**src/rtl/core/xtt_ram.sv**
```systemverilog
`default_nettype none
module xtt_ram #(
  parameter int WIDTH = 8,
  parameter int DEPTH = 16
) (
  input  wire logic                     clk,
  input  wire logic                     we,
  input  wire logic [$clog2(DEPTH)-1:0] waddr,
  input  wire logic [WIDTH-1:0]         wdata,
  input  wire logic                     re,
  input  wire logic [$clog2(DEPTH)-1:0] raddr,
  output logic      [WIDTH-1:0]         rdata
);

  logic [WIDTH-1:0] mem [DEPTH];

  always_ff @(posedge clk) begin
    if (we) begin
      mem[waddr] <= wdata;
    end
    if (re) begin
      rdata <= mem[raddr];
    end
  end

endmodule
`default_nettype wire

```
**config.mk**
```make
export PLATFORM = sky130hd
export DESIGN_NAME = xtt_ram
export DESIGN_NICKNAME = d
export VERILOG_FILES = /design/src/rtl/core/xtt_ram.sv
export SDC_FILE = /design/constraint.sdc
export NUM_CORES = 1
export LEC_CHECK = 0
export BUFFER_PORTS_ARGS = -buffer_cell sky130_fd_sc_hd__buf_2
export CAP_MARGIN = 20
export CORE_ASPECT_RATIO = 0.5
export CORE_MARGIN = 4
export CORE_UTILIZATION = 35
export DETAILED_ROUTE_END_ITERATION = 6
export MAX_ROUTING_LAYER = met4
export REMOVE_ABC_BUFFERS = 1
export SLEW_MARGIN = 20
export SYNTH_ARGS = -nofsm -noshare
export SYNTH_HDL_FRONTEND = slang
export SYNTH_SLANG_ARGS = --single-unit
```
**constraint.sdc**
```tcl
create_clock -name clk -period 5.6 [get_ports clk]
set_input_delay 0.84 -clock clk [delete_from_list [all_inputs] [get_ports clk]]
set_output_delay 0.84 -clock clk [all_outputs]
set_load 0.01 [all_outputs]
```
## After elaboration in Yosys (flattened, before gate mapping)

Memory sizes are Yosys's and may differ from the RTL's. A register that Yosys moved wholly into a read port is not among the register bits.
Index checks and enable logic that the tools add are counted.

| storage, ports and cells | value |
|---|---|
| word-level logic and storage cells | 3 |
| memories kept | 1 |
| bits in writable memories | 128 |
| output and inout bits | 8 |
| register bits | 0 |

Memories:

| memory | depth | bits a word | read ports | clocked after memory_dff | write ports | line | source |
|---|---|---|---|---|---|---|---|
| mem | 16 | 8 | 1 | 1 | 1 | 15 | `logic [WIDTH-1:0] mem [DEPTH];` |

| cells by class | value |
|---|---|
| muxes and demuxes | 2 |

Operators with widths:

| cell | number |
|---|---|
| $mux W1 | 2 |

## Logic depth before layout (Yosys ltp)

| logic depth | value |
|---|---|
| depth in word-level cells | 2 |
| mapped depth | 5 |

## Worst setup path after synthesis

OpenSTA, ideal clock, no wires.

| timing | value |
|---|---|
| path type | input to register |
| from | in waddr[2] |
| to | mem mem[0][0], enable pin |
| arrival time | 1,950 ps |
| required time | 5,217 ps |
| setup slack | 3,267 ps |
| stages on the path | 2 |
| library setup time | 383 ps |
| path buffers | 0 |
| path through | or3b_2 nor3_1 |

RTL lines:

| item | line | source |
|---|---|---|
| from (decl) | 8 | `input wire logic [$clog2(DEPTH)-1:0] waddr,` |
| to (decl) | 15 |  |

Straight into the memory's write port.

## Worst setup path in the final report

| timing | value |
|---|---|
| from | in waddr[2] |
| to | mem mem[1][3], enable pin |

Straight into the memory's write port.

==> metrics.md <==
| Metric | Value |
|---|---|
| Met1 usage | about 16% |
| CTS tree | built |
| Met2 Use GR | 20.1% |
| Fmax | 0.450 GHz |
| Post-route ant nets | 0 |
| DRT iter0 DRCs | 186 |
| Pleak | 2.01 nW |
| Post-route clock period utilization | 39.6% |
| TritonCTS buffer count | 17 |
| Overflow after GRT | 0 |
| Multi-input gate area | 0.00107 mm2 |
| Relative slew slack | roughly a third |
| Post_cts resized | 0 |
| CTS sink cnt | 136 |
| M3 GR Usage | 3.54% |
| First-pass GRT wire length | 15200 um |
| # fillers | 1249 |
| First-pass iteration count of the detailed router | 4 |
| Peak supply drop | around 190 uV |
| CP startpoint | waddr[2] |
| Setup TNS | 0 ns |
| Fin Clk Skew | approximately 0.015 ns |
| Critical path peak fanout | 8 |
| DRC viols | 0 |
| Worst-Margin Slew | 0.998 ns |
| Critical Path Source Type | primary input |
| Synth cell types | 18 |
| Row Count | 31 |
| Status | complete, no violations |
| HP Class | register to register |
| IO Port Bufs | 26 |
| Total Routing Usage GR | 12.7% |
| Final total power | 0.00239 W |
| RSZ-0062 raised after global routing | no |
| Worst Setup Slack, final | about 3.4 ns |
| Postcts setup bufs | 0 |
| Die footprint | 0.0171 mm2 |
| H-tree levels | 4 |
| Post-Syn Area | 0.00523 mm2 |
| Post-synthesis register bit count | 136 |
| GPL Wtd Cong | 0.730 |
| Max-cap viol count | 0 |
| Worst R2R End | rdata[0]$_DFFE_PP_ |
| WS Path Type | primary input to register |
| Core outline area | 0.0145 mm2 |
| Setup violations, final | 0 |
| Gr busiest metal | met2 |
| R2R Setup Slk | 4.07 ns |
| Vias in the first global route | between 2000 and 3000 |
| Clock buffer depth | 2 |
| Fin. Hold Viols | 0 |
| Slew Viols, Final | 0 |
| Critical R2R Launch | mem[1][0]$_DFFE_PP_ |
| Crit path capture type | register |
| CTS Hold Bufs | 0 |
| CTS root buffer | clkbuf_16 |
| Power density over the cells | roughly 390 mW/mm2 |
| Register area | between 0.004 and 0.005 mm2 |
| Vias post-DR | 2378 |
| Avg Vias per Cell | 4.99 |
| Worst Hold Launch | mem[12][3]$_DFFE_PP_ |
| Worst-Skew Late Latency | 0.41 ns |
| Die Y | 94.4 um |
| Routed Wire Length | roughly 10000 um |
| Initial Util | 35.9% |
| Fin crit period | 2.22 ns |
| Reg2reg path depth | 3 |
| Antenna violations before repair | 0 |
| Final Cell Area | 0.00616 mm2 |
| Worst Setup EP | mem[1][3]$_DFFE_PP_ |
| Chip width | about 180 um |
| Synthesized area per cell | roughly 23 um2 |
| Dpl ws | 2.58 ns |
| Arr. time, crit path | 2.25 ns |
| DP HPWL | 6390 um |
| Synthesized instance count | ~230 |
| Layout cells sized above 1 | ~28% |
| CP required | 5.63 ns |
| Pin count of the biggest net entering global routing | 33 |
| Nets | 285 |
| Sequential-to-total area share from yosys stat | about four fifths |
| I/O pin total | 27 |
| N_diodes | 0 |
| DR WL/cell | 21.0 um |
| Ys Warns | 0 |
| Dpl cell area | 0.00554 mm2 |
| Area grow syn2layout | 17.8% |
| Worst-path clk slew | about 0.05 ns |
-- cell usage in the layout (no fill, tap or decap) --
cell type and n:
buf_4 3, clkinvlp_4 5, nand3_1 1, nand2b_1 2
clkinv_2 4, clkbuf_1 1, nand2_1 9, nor2_1 13
edfxtp_1 136, mux4_1 14, clkinv_1 1, clkbuf_16 17
and2_1 1, and2b_1 1, nor3_2 2, or3b_2 1
nand3b_1 2, a22oi_1 16, nor3_1 2, buf_2 25
bufinv_16 4, mux4_2 18, nor2b_1 1
-- cell families (layout without fill, tap and decap cells) --
logic type             after synthesis  count (layout)  share of synthesized area (%)
DFF                                136             136                           78.1
muxes                               32              32                           14.8
and+or+nand+nor                     35              35                           3.14
AOI/OAI and AO/OA                   16              16                           2.30
buffers and inverters               10              60                           1.65
-- state kept, by name (all words and copies together) (netlist names) --
register,flops
rdata,8
mem,128
-- worst min path at each step --
| stage | to | slack (ns) | cells after the start |
|---|---|---|---|
| final | rdata[3]$_DFFE_PP_ | 0.75 | 3 |
| after global routing | rdata[1]$_DFFE_PP_ | 0.80 | 3 |
| after CTS | rdata[2]$_DFFE_PP_ | 0.76 | 3 |
| after detailed placement | rdata[2]$_DFFE_PP_ | 0.75 | 3 |
| after global placement | rdata[6]$_DFFE_PP_ | 0.74 | 3 |
| after floorplan | rdata[0]$_DFFE_PP_ | 0.70 | 3 |
-- final cells by class --
| cell class | instances | area share, % |
|---|---|---|
| Sequential cell | 136 | 66.3 |
| Clock inverter | 14 | 2.95 |
| Timing Repair Buffer | 28 | 2.40 |
| Tap cell | 198 | 4.02 |
| Multi-Input combinational cell | 83 | 17.3 |
| Clock buffer | 18 | 6.97 |
-- worst max-delay path: stages --
cell and delay [ns]:
buf_2 0.12, or3b_2 0.51, nor2_1 0.78
-- report_power, final --
part           leakage [nW]  switching (W)   total, W  internal [W]
Combinational         0.487      0.0000598  0.0000997     0.0000399
Clock                 0.285       0.000399    0.00114      0.000738
Sequential             1.24     0.00000667    0.00115       0.00115
Total                  2.01       0.000465    0.00239       0.00193
-- layer usage --
layer  vias to the layer above  wire, um  part of all wire [%]
met5                         -         0                     0
met4                         0        75                  0.75
met3                         5       641                   6.4
met2                        67      4970                    50
met1                      1245      4330                    43
li1                       1061         -                     -
-- through the flow --
step / std cells / utilization (%) / hold WS [ns]
4_1_cts: 477 / 42.3 / 0.763
6_report: 477 / 42.3 / 0.751
3_5_place_dp: 445 / 38.1 / 0.748
2_1_floorplan: 219 / - / 0.705
5_1_grt: 477 / 42.3 / 0.803
3_3_place_gp: 445 / 38.1 / 0.739
-- cell usage after synthesis --
library cell	instances	area share [%]
a22oi_1	16	2.3
and2_1	1	0.12
and2b_1	1	0.14
buf_2	3	0.29
buf_4	1	0.14
buf_6	3	0.65
clkdlybuf4s25_2	3	0.57
edfxtp_1	136	78
mux4_1	14	7.0
mux4_2	18	7.8
nand2_1	9	0.65
nand2b_1	2	0.24
nand3_1	1	0.096
nand3b_1	2	0.29
nor2_1	13	0.93
nor2b_1	1	0.12
nor3_1	4	0.38
or3b_2	1	0.17
Note: power is estimated with default switching activity, not from simulation.
